**config.mk**
```make
export PLATFORM = sky130hd
export DESIGN_NAME = djs_ctrl
export DESIGN_NICKNAME = d
export VERILOG_FILES = /design/src/rtl/djs_pkg.sv /design/src/rtl/djs_ctrl.sv
export SDC_FILE = /design/constraint.sdc
export NUM_CORES = 1
export LEC_CHECK = 0
export ABC_AREA = 1
export BUFFER_PORTS_ARGS = -buffer_cell sky130_fd_sc_hd__buf_4
export CAP_MARGIN = 20
export CORE_ASPECT_RATIO = 1.75
export CORE_UTILIZATION = 56
export CTS_CLUSTER_SIZE = 16
export DETAILED_ROUTE_END_ITERATION = 8
export PLACE_DENSITY = 0.85
export SKIP_CTS_REPAIR_TIMING = 1
export SLEW_MARGIN = 0
export SYNTH_ARGS = -nofsm -noshare
export SYNTH_HDL_FRONTEND = slang
export SYNTH_SLANG_ARGS = --single-unit
```
**constraint.sdc**
```tcl
create_clock -name clk -period 2.5 [get_ports clk]
set_clock_uncertainty 0.2 [all_clocks]
set_input_delay 0.25 -clock clk [delete_from_list [all_inputs] [get_ports clk]]
set_output_delay 0.25 -clock clk [all_outputs]
set_load 0.05 [all_outputs]
```
**src/rtl/djs_pkg.sv**
```systemverilog
`default_nettype none
// ----------------------------------------------------------------------------
// djs_pkg
// Shared types and constants for the dense Jacobi solver.
// ----------------------------------------------------------------------------
package djs_pkg;

    localparam int N_MAX = 16;
    localparam int IDX_W = 4;
    localparam int VAL_W = 32;
    localparam int FRAC_W = 16;

    localparam logic [1:0] CMD_LOAD_COEF = 2'd0;
    localparam logic [1:0] CMD_LOAD_RHS  = 2'd1;
    localparam logic [1:0] CMD_SOLVE     = 2'd2;

    localparam logic [1:0] ST_CONV  = 2'd0;
    localparam logic [1:0] ST_LIMIT = 2'd1;
    localparam logic [1:0] ST_OVF   = 2'd2;
    localparam logic [1:0] ST_INVAL = 2'd3;

    localparam logic [1:0] REG_SIZE = 2'd0;
    localparam logic [1:0] REG_SWEEPS = 2'd1;
    localparam logic [1:0] REG_MAG = 2'd2;
    localparam logic [1:0] REG_TOL = 2'd3;

    localparam logic signed [31:0] ONE_FIX = 32'sh0001_0000;
    localparam logic signed [31:0] SAT_POS = 32'sh7FFF_FFFF;
    localparam logic signed [31:0] SAT_NEG = -32'sh7FFF_FFFF;

    // controller -> datapath
    typedef struct packed {
        logic             init;      // load 1.0 into current and previous estimates
        logic             sweep_clr; // clear sweep flags, count sweep, copy current to previous
        logic             row_start; // clear accumulator
        logic             mac;       // accumulate term j of row i
        logic             div_start; // start divider on row i
        logic             chk;       // check element i
        logic             commit;    // write divider result to current estimate of row i
        logic [IDX_W-1:0] row;
        logic [IDX_W-1:0] col;
    } djs_cmd_t;

    // datapath -> controller
    typedef struct packed {
        logic div_busy;
        logic ovf;
        logic unconv;
        logic over_limit;
    } djs_stat_t;

endpackage
`default_nettype wire

```
**src/rtl/djs_ctrl.sv**
```systemverilog
`default_nettype none
// ----------------------------------------------------------------------------
// djs_ctrl
// Sequencer for sweeps, rows, terms, checks and result output.
// ----------------------------------------------------------------------------
module djs_ctrl
    import djs_pkg::*;
(
    input  wire logic             clk,
    input  wire logic             rst_n,
    input  wire logic             go,
    input  wire logic             bad,
    input  wire logic [4:0]       n,
    input  wire djs_stat_t        stat,
    input  wire logic             out_taken,
    output djs_cmd_t              cmd,
    output logic                  busy,
    output logic                  out_valid,
    output logic [IDX_W-1:0]      out_idx,
    output logic                  out_last,
    output logic                  out_inval
);

    typedef enum logic [3:0] {
        S_IDLE, S_SWEEP, S_ROW, S_MAC, S_MACW, S_DIV, S_DIVW, S_WB,
        S_CHK, S_CHKW, S_DEC, S_OUT
    } state_t;

    state_t           state_reg;
    logic [IDX_W-1:0] i_reg;
    logic [IDX_W-1:0] j_reg;
    logic [IDX_W-1:0] last_idx;
    logic             inval_reg;

    assign last_idx = n[IDX_W-1:0] - {{(IDX_W-1){1'b0}}, 1'b1};

    always_comb
    begin
        cmd           = '0;
        cmd.row       = i_reg;
        cmd.col       = j_reg;
        cmd.init      = (state_reg == S_IDLE) && go && !bad;
        cmd.sweep_clr = (state_reg == S_SWEEP);
        cmd.row_start = (state_reg == S_ROW);
        cmd.mac       = (state_reg == S_MAC);
        cmd.div_start = (state_reg == S_DIV);
        cmd.commit    = 1'b0;
        cmd.chk       = (state_reg == S_CHK);
        // diagonal fetched in S_MACW, the state just before the divider start
        if (state_reg == S_MACW)
        begin
            cmd.col = i_reg;
        end
        if (state_reg == S_WB)
        begin
            cmd.commit = 1'b1;
        end
    end

    assign busy      = (state_reg != S_IDLE);
    assign out_valid = (state_reg == S_OUT);
    assign out_idx   = inval_reg ? '0 : i_reg;
    assign out_last  = inval_reg || (i_reg == last_idx);
    assign out_inval = inval_reg;

    always_ff @(posedge clk or negedge rst_n)
    begin
        if (!rst_n)
        begin
            state_reg <= S_IDLE;
            i_reg     <= '0;
            j_reg     <= '0;
            inval_reg <= 1'b0;
        end
        else
        begin
            case (state_reg)
                S_IDLE:
                begin
                    i_reg <= '0;
                    if (go)
                    begin
                        inval_reg <= bad;
                        state_reg <= bad ? S_OUT : S_SWEEP;
                    end
                end
                S_SWEEP:
                begin
                    i_reg     <= '0;
                    state_reg <= S_ROW;
                end
                S_ROW:
                begin
                    j_reg     <= '0;
                    state_reg <= S_MAC;
                end
                S_MAC:
                begin
                    j_reg <= j_reg + 1'b1;
                    if (j_reg == last_idx)
                    begin
                        state_reg <= S_MACW;
                    end
                end
                S_MACW:
                begin
                    state_reg <= S_DIV;
                end
                S_DIV:
                begin
                    state_reg <= S_DIVW;
                end
                S_DIVW:
                begin
                    if (!stat.div_busy)
                    begin
                        state_reg <= S_WB;
                    end
                end
                S_WB:
                begin
                    if (i_reg == last_idx)
                    begin
                        i_reg     <= '0;
                        state_reg <= S_CHK;
                    end
                    else
                    begin
                        i_reg     <= i_reg + 1'b1;
                        state_reg <= S_ROW;
                    end
                end
                S_CHK:
                begin
                    if (i_reg == last_idx)
                    begin
                        state_reg <= S_CHKW;
                    end
                    else
                    begin
                        i_reg <= i_reg + 1'b1;
                    end
                end
                S_CHKW:
                begin
                    state_reg <= S_DEC;
                end
                S_DEC:
                begin
                    i_reg <= '0;
                    if (stat.ovf || !stat.unconv || stat.over_limit)
                    begin
                        state_reg <= S_OUT;
                    end
                    else
                    begin
                        state_reg <= S_SWEEP;
                    end
                end
                S_OUT:
                begin
                    if (out_taken)
                    begin
                        if (out_last)
                        begin
                            state_reg <= S_IDLE;
                        end
                        else
                        begin
                            i_reg <= i_reg + 1'b1;
                        end
                    end
                end
                default:
                begin
                    state_reg <= S_IDLE;
                end
            endcase
        end
    end

endmodule
`default_nettype wire
```
# Yosys cells after proc, flatten, opt, wreduce, memory -nomap -nowiden
# Index checks and enable logic that the tools add are counted.
dict set report word_totals {
  register_bits 13
  in_bits 14
  elab_cells 62
}
dict set report op_classes {
  add_sub_neg 3
  eq_ne 21
  n_mux 19
  reduce_logical 15
}
# op count
set ops {}
lappend ops {{$mux 4} 15}
lappend ops {{$pmux 4 s12} 1}
lappend ops {{$eq 4x3->1 const B} 4}
lappend ops {{$eq 4x4->1 const B} 4}
lappend ops {{$pmux 4 s4} 1}
lappend ops {{$ne 2x2->1 const B} 5}
lappend ops {{$add 4x1->4 const B} 2}
lappend ops {{$eq 4x2->1 const B} 2}
lappend ops {{$eq 4x4->1} 2}
lappend ops {{$pmux 4 s2} 1}
lappend ops {{$reduce_bool 4->1} 2}
lappend ops {{$ne 2x1->1 const B} 3}
lappend ops {{$reduce_and 6->1} 1}
lappend ops {{$eq 4x1->1 const B} 1}
lappend ops {{$logic_not 4->1} 1}
lappend ops {{$reduce_and 4->1} 1}
lappend ops {{$sub 4x1->4 const B} 1}
lappend ops {{$logic_or 1x1->1} 3}
lappend ops {{$reduce_or 3->1} 1}
lappend ops {{$logic_and 1x1->1} 2}
lappend ops {{$logic_not 1->1} 2}
lappend ops {{$reduce_and 2->1} 1}
lappend ops {{$reduce_bool 2->1} 1}
lappend ops {{$mux 1} 1}

# Logic depth before layout (Yosys ltp)
# Gate-level depths: netlist of run 1.
dict set report depth {
  ltp_word 6
  ltp_mapped 13
}

# Worst setup path after synthesis of run 1
# Ideal clock, no wire load.
dict set report synth_path {
  path_type {flip-flop to flip-flop}
  start {register state_reg[2]}
  end {register j_reg[3]}
  t_arrival_ps 2115
  required_time_ps 2181
  setup_slack_ps 66
  stages_incl_launch_ff 6
  synth_period_minus_slack_ps 2434
  path_cell_list {dfrtp_1 nor2_2 inv_1 nor3_1 a21oi_1 o21a_1}
}
# element line
set synth_lines {}
lappend synth_lines {{start: declaration} djs_ctrl.sv:29} ;# state_t state_reg;
lappend synth_lines {{start signal: assignment} djs_ctrl.sv:84} ;# state_reg <= bad ? S_OUT : S_SWEEP;
lappend synth_lines {{end signal: assignment} djs_ctrl.sv:99} ;# j_reg <= j_reg + 1'b1;
lappend synth_lines {{end: declaration} djs_ctrl.sv:31} ;# logic [IDX_W-1:0] j_reg;

==> results of run 1 <==
==> cell type report <==
| class | count | area, sq um | area share [%] |
|---|---|---|---|
| Inverter | 23 | 88.8 | 5.56 |
| Tap cell | 24 | 30.0 | 1.88 |
| Multi-Input combinational cell | 155 | 853 | 53.4 |
| Sequential cell | 13 | 325 | 20.4 |
| Timing Repair Buffer | 36 | 273 | 17.1 |
| Clock buffer | 4 | 26.3 | 1.65 |
==> cells in the final DEF, fill, tap and decap left out, types with 2 or more instances in the layout <==
cell / synthesis / routed
a21oi_1: 5 / 5
buf_4: 0 / 35
clkbuf_4: 0 / 3
dfrtp_1: 13 / 13
ha_1: 3 / 3
inv_1: 15 / 15
inv_2: 6 / 6
nand2_1: 57 / 57
nand2_2: 7 / 7
nand2_4: 5 / 5
nand3_1: 28 / 28
nor2_1: 14 / 14
nor2_2: 7 / 7
nor2_4: 3 / 3
o21a_1: 2 / 2
o21ai_0: 6 / 6
o21ai_1: 2 / 2
xor2_1: 5 / 5
==> power by group <==
group	total [W]	internal (W)	switching [W]
clock network	0.000137	0.0000621	0.0000744
registers	0.000428	0.000291	0.000137
logic	0.00150	0.000473	0.00103
==> cells in the mapped netlist <==
| cell type | instances | share of area [%] |
|---|---|---|
| o21ai_1 | 2 | 0.78 |
| o21ai_0 | 6 | 2.3 |
| o31ai_1 | 1 | 0.59 |
| a21oi_2 | 1 | 0.69 |
| nor2_4 | 3 | 2.6 |
| nor2_2 | 7 | 3.4 |
| nand2_2 | 7 | 3.4 |
| xor2_1 | 5 | 3.4 |
| o21a_1 | 2 | 1.2 |
| nor3_1 | 1 | 0.39 |
| nand3_1 | 28 | 11 |
| nor2_8 | 1 | 1.6 |
| clkinv_1 | 1 | 0.29 |
| nand4_1 | 1 | 0.49 |
| nor2_1 | 14 | 4.1 |
| inv_4 | 1 | 0.49 |
| o21bai_1 | 1 | 0.59 |
| dfrtp_1 | 13 | 25 |
| ha_1 | 3 | 2.9 |
| nand2_1 | 57 | 17 |
| inv_2 | 6 | 1.8 |
| or2_4 | 1 | 0.69 |
| a21oi_1 | 5 | 2.0 |
| inv_1 | 15 | 4.4 |
| nand3_2 | 1 | 0.78 |
| buf_6 | 1 | 0.88 |
| nand2_4 | 5 | 4.4 |
| nor3b_1 | 1 | 0.59 |
| nand3b_4 | 1 | 1.6 |
| a31oi_1 | 1 | 0.49 |
==> cells by family after synthesis <==
family	Yosys count
AO/OA/AOI/OAI	19
flip-flops	13
AND/OR/NAND/NOR	128
buffers and inverters	24
adder cells (fa/ha/maj)	3
XOR/XNOR	5
==> per-stage QoR <==
stage / utilization, % / area, sq um
finish: 75.3 / 1600
global route: 75.3 / 1600
CTS: 74.9 / 1590
detailed placement: 73.6 / 1560
global placement: 73.6 / 1560
floorplan: - / 1280
==> worst max path at each step <==
stage            startpoint        to  slack (ns)
2_1_floorplan  state_reg[2]  j_reg[3]        0.07
3_3_place_gp           n[0]  out_last        0.55
3_5_place_dp           n[0]  out_last        0.53
4_1_cts        state_reg[2]   cmd[12]        0.36
5_1_grt        state_reg[3]    cmd[1]        0.24
6_report       state_reg[3]    cmd[1]        0.33
==> per-layer routing <==
layer / share of wire, % / track usage [%] / wire, microns / vias to the layer above
met1: 34 / 28.8 / 1110 / 639
met4: 4.2 / 15.6 / 138 / 0
met2: 57 / 58.5 / 1870 / 58
li1: - / - / - / 694
met3: 4.4 / 2.36 / 144 / 15
met5: 0 / 0 / 0 / -
==> critical path: stages, from the launching register on <==
cell and delay [ns]:
dfrtp_1 0.45, inv_2 0.14, nand2_2 0.08, inv_2 0.11, nand2_1 0.17, o21ai_0 0.25, buf_4 0.24
==> metrics.yaml, run 1 <==
cts_buffers: 3
synthAdderAreaFrac_pct: 2.94
cts.clk_slew.worst_paths_ns: 0.09
clock_sinks: 13
finalSetupTns_ns: 0
nFillCells: 187
fp-row-count: 22
fin_crit_ns: 2.17
synthXorXnorAreaFrac_pct: 3.42
r2r-end: "state_reg[3]"
die_h_microns: 65.2
total_power_w: 0.00207
power-per-cell-area_nw_per_um2: 1300
min_to: "out_inval"
cts-root-buf: "clkbuf_4"
synth_fp_nets: 209
path_class: "register to primary output"
grt_use_total_pct: 30.3
hp-class: "primary input to register"
synth_cells: 192
cp_max_fo: 8
cts_tree: "built"
pre_cts_slack_ns: 0.528
whs_ns: 0.0309
initial_utilization_pct: 60.3
drt_iter0_drc: 54
ant_nets: 0
cp_data_required_time_ns: 2.05
first_global_vias: 1362
viasPerCell: 5.51
antenna_found_initial: 0
gp_congestion: 0.859
rsz0062_at_grt: "no"
r2r_cells: 9
fin_ws_ns: 0.332
wl_microns: 3270
pin_count: 37
die_w_microns: 38.1
drt_pass1_iterations: 4
final_cells: 255
slew_viol_final: 0
maxCapViolCount: 0
syn2layout_area_growth_pct: 24.9
min-delay-start: "bad"
reg2reg_slack_ns: 0.74
drive_gt1_share_pct: 31.2
p_leak_nw: 0.899
synth_seq_cells: 13
muxShareOfSynthArea_pct: 0
cp-end-kind: "primary output"
numPlacedInstances: 250
setup_viol: 0
layout.nets: 249
fmax_ghz: 0.461
fin_crit_sh_pct: 86.7
diodes: 0
worst_pin_slew_ns: 0.360
final_hold_viol_count: 0
min_delay_path_depth: 3
wire_per_inst_microns: 12.8
yosys.area_share.simple_pct: 51.8
status: "finished, final reports clean"
insertion_delay_ns: 0.29
cts.path.max_buffers: 2
cts_htree_levels: 1
avgSynthCellArea_sq_um: 6.66
peakVddDrop_mv: 0.788
relSlewSlack_pct: 75.8
ys_seq_area_share_pct: 25.4
grt_pass1_wl_microns: 5440
via_count: 1406
port_buffers: 35
crit_arrival_ns: 1.72
core_area_sq_um: 2120
r2r_start: "i_reg[0]"
startpoint_type: "register"
synth_top_family_by_area: "simple AND/OR/NAND/NOR gates"
post-dp-hpwl_microns: 2690
grt.overflow.total: 0
synth_area_sq_um: 1280
grt_max_degree: 14
die-area_sq_um: 2490
synth_compound_area_share_pct: 8.61
ys_warn_count: 0
drcViolationCount: 0
synth_cell_type_count: 30
Power figures use the tool's default switching activity.
==> run 2, diff against run 1 <==
--- a/config.mk
+++ b/config.mk
@@ -5,14 +5,13 @@
 export SDC_FILE = /design/constraint.sdc
 export NUM_CORES = 1
 export LEC_CHECK = 0
-export ABC_AREA = 1
+export ABC_AREA = 0
 export BUFFER_PORTS_ARGS = -buffer_cell sky130_fd_sc_hd__buf_4
 export CAP_MARGIN = 20
-export CORE_ASPECT_RATIO = 1.75
-export CORE_UTILIZATION = 56
+export CORE_UTILIZATION = 54
 export CTS_CLUSTER_SIZE = 16
 export DETAILED_ROUTE_END_ITERATION = 8
-export PLACE_DENSITY = 0.85
+export PLACE_DENSITY = 0.84
 export SKIP_CTS_REPAIR_TIMING = 1
 export SLEW_MARGIN = 0
 export SYNTH_ARGS = -nofsm -noshare
==> metrics.yaml, run 2 <==
p_int_w: 0.000985  # was 0.000826 W
finalSetupTns_ns: 0  # unchanged
die-area_sq_um: 2300  # was 2490 sq um
maxCapViolCount: 0  # unchanged
final_cell_mix: "buf_4 (37), nor2_1 (13), nand2_1 (13), dfrtp_1 (13), inv_1 (11)"  # was nand2_1 (57), buf_4 (35), nand3_1 (28)
drt_pass1_iterations: 4  # unchanged
cts.clk_slew.worst_paths_ns: 0.09  # about the same
drive_gt1_share_pct: 32.6  # was 31.2%
critPathLaunch: "state_reg[2]"  # was state_reg[3]
ys_warn_count: 0  # unchanged
comb_power_share_pct: 71.3  # was 72.7%
grt_use_total_pct: 25.9  # was 30.3%
cts_tree: "built"  # unchanged
die_w_microns: 48.0  # was 38.1 microns
yosysTopAreaCellShare_pct: 28.5  # was 25.4%
slowest_stage: "dfrtp_1"  # unchanged
worstPathBufferInverterCount: 2  # was 3
synth_top_area_cell: "dfrtp_1"  # unchanged
viasPerCell: 5.70  # was 5.51
critPathTopFamily: "flip-flops"  # was buffers and inverters
synth_seq_cells: 13  # unchanged
die_h_microns: 48.0  # was 65.2 microns
nFillCells: 152  # was 187
fmax_ghz: 0.418  # was 0.461 GHz
startpoint_type: "register"  # unchanged
mostFrequentLayoutCell: "buf_4"  # was nand2_1
setup_viol: 0  # unchanged
pre_cts_slack_ns: 0.259  # was 0.528 ns
first_global_vias: 957  # was 1362
ys_seq_area_share_pct: 28.5  # was 25.4%
cts_htree_levels: 1  # unchanged
hp-class: "primary input to register"  # unchanged
drt_iter0_drc: 34  # was 54
port_buffers: 35  # unchanged
pin_count: 37  # unchanged
clock_sinks: 13  # unchanged
slew_viol_final: 0  # unchanged
switching_share_pct: 57.8  # was 60.1%
p_clk_share_pct: 6.0  # was 6.6%
synth_fp_nets: 154  # was 209
cp-end-kind: "primary output"  # unchanged
final_cells: 202  # was 255
gp_congestion: 0.857  # was 0.859
cp_max_fo: 13  # was 8
peakVddDrop_mv: 1.36  # was 0.788 mV
insertion_delay_ns: 0.28  # was 0.29 ns
core_area_sq_um: 1980  # was 2120 sq um
synth_cells: 137  # was 192
worst_pin_slew_ns: 0.494  # was 0.360 ns
ant_nets: 0  # unchanged
wire_per_inst_microns: 14.3  # was 12.8 microns
diodes: 0  # unchanged
whs_ns: 0.0799  # was 0.0309 ns
wl_microns: 2880  # was 3270 microns
r2r_start: "state_reg[0]"  # was i_reg[0]
synth_cell_type_count: 38  # was 30
max_stage_delay_ns: 0.58  # was 0.45 ns
yosys-top-cells-area: "dfrtp_1 (29%), xnor2_1 (5.4%), nand2_1 (4.3%), nor2_1 (4.3%), a21oi_1 (3.9%)"  # was dfrtp_1 (25%), nand2_1 (17%), nand3_1 (11%), inv_1 (4.4%), nand2_4 (4.4%)
post-dp-hpwl_microns: 2210  # was 2690 microns
status: "finished, final reports clean"  # unchanged
fin_crit_ns: 2.39  # was 2.17 ns
antenna_found_initial: 0  # unchanged
avgSynthCellArea_sq_um: 8.33  # was 6.66 sq um
rsz0062_at_grt: "no"  # unchanged
power.switching_w: 0.00135  # was 0.00124 W
fp-row-count: 16  # was 22
relSlewSlack_pct: 67.1  # was 75.8%
via_count: 1151  # was 1406
fin_ws_ns: 0.108  # was 0.332 ns
final_hold_viol_count: 0  # unchanged
cts_buffers: 3  # unchanged
grt_max_degree: 17  # was 14
cts-root-buf: "clkbuf_4"  # unchanged
grt.overflow.total: 0  # unchanged
seq_power_share_pct: 22.7  # was 20.7%
crit_chain: "nand2b_1 > nor3_1 > buf_4 > mux2_2 > buf_4"  # was inv_2 > nand2_2 > inv_2 > nand2_1 > o21ai_0 > buf_4
cp_data_required_time_ns: 2.05  # about the same
path_class: "register to primary output"  # unchanged
reg2reg_slack_ns: 0.40  # was 0.74 ns
synth_top_flop_cell: "dfrtp_1"  # unchanged
fin_crit_sh_pct: 95.7  # was 86.7%
synth_area_sq_um: 1140  # was 1280 sq um
p_leak_nw: 0.681  # was 0.899 nW
cp_common_cell: "buf_4"  # was inv_2
crit_arrival_ns: 1.94  # was 1.72 ns
min-delay-start: "bad"  # unchanged
synth_edf_count: 0  # unchanged
power-per-cell-area_nw_per_um2: 1580  # was 1300 nW/um^2
initial_utilization_pct: 57.6  # was 60.3%
async_flop_share_pct: 100  # unchanged
total_power_w: 0.00233  # was 0.00207 W
grt_pass1_wl_microns: 4090  # was 5440 microns
cts.path.max_buffers: 2  # unchanged
drcViolationCount: 0  # unchanged
numPlacedInstances: 197  # was 250
synth_common_cells: "dfrtp_1 (13), nand2_1 (13), nor2_1 (13), inv_1 (11), a21oi_1 (9)"  # was nand2_1 (57), nand3_1 (28), inv_1 (15), nor2_1 (14), dfrtp_1 (13)
layout.nets: 193  # was 249
syn2layout_area_growth_pct: 29.5  # was 24.9%
## run 2: cell count changes in the layout (fill, tap and decap cells not counted), sizes merged, moves of 3 or more
| cell | previous run | this run |
|---|---|---|
| inv | 22 | 11 |
| nand2 | 69 | 13 |
| nand3 | 29 | 6 |
| xnor2 | 0 | 8 |
| nand2b | 0 | 5 |
| nor3 | 1 | 6 |
| o22ai | 0 | 4 |
| nor2 | 25 | 16 |
| a21oi | 6 | 10 |
| mux2 | 0 | 6 |
| nor2b | 0 | 4 |
| xor2 | 5 | 2 |
## run 2: final cells by class
class | instances | area (sq um) | area share, %
flip-flops and latches | 13 | 325 | 22.0
inverters | 11 | 41.3 | 2.79
clock buffers | 4 | 26.3 | 1.78
repair buffers | 38 | 288 | 19.5
multi-input cells | 109 | 763 | 51.7
well taps | 27 | 33.8 | 2.29
## run 2: cell families after synthesis
logic type,synth area share [%]
AND/OR/NAND/NOR,24.9
adder cells (fa/ha/maj),3.29
buffers and inverters,5.04
flip-flops,28.5
multiplexers,6.80
AO/OA/AOI/OAI,21.2
XOR/XNOR,10.3
## run 2: stage by stage
stage                     util, %  area, sq um
after floorplan                 -         1150
after global placement       72.7         1440
after detailed placement     72.7         1440
after CTS                    74.1         1470
after global routing         74.6         1480
final                        74.6         1480
## run 2: final timing paths
| kind | endpoint | depth (start not counted) |
|---|---|---|
| max in group asynchronous | state_reg[3] | 2 |
| worst min register to register | j_reg[3] | 2 |
| worst max-delay path | cmd[2] | 5 |
| min in group asynchronous | i_reg[2] | 2 |
| worst min-delay path | out_inval | 3 |
| worst max register to register | state_reg[3] | 6 |
## run 2: layer usage
metal  up-vias  routed length [microns]  GRT usage (%)
met5         -                        0              0
met4         0                       55           11.7
met3         7                      113           3.77
met2        45                     1460           44.3
met1       540                     1250           32.0
li1        559                        -              -
## run 2: power by group through the flow
stage	logic [W]	registers [W]	clock network (W)
after floorplan	0.00122	0.000527	0
after global placement	0.00161	0.000518	0
after detailed placement	0.00166	0.000530	0
after CTS	0.00167	0.000526	0.000139
after global routing	0.00180	0.000550	0.000145
final	0.00166	0.000530	0.000139
## run 2: worst register-to-register path, cell delays in order (launching register included)
cell and delay [ns]:
dfrtp_1 0.65, inv_1 0.18, nor3_1 0.20, o21ai_0 0.10, o21ai_1 0.25, nor2_2 0.10, mux2_1 0.31
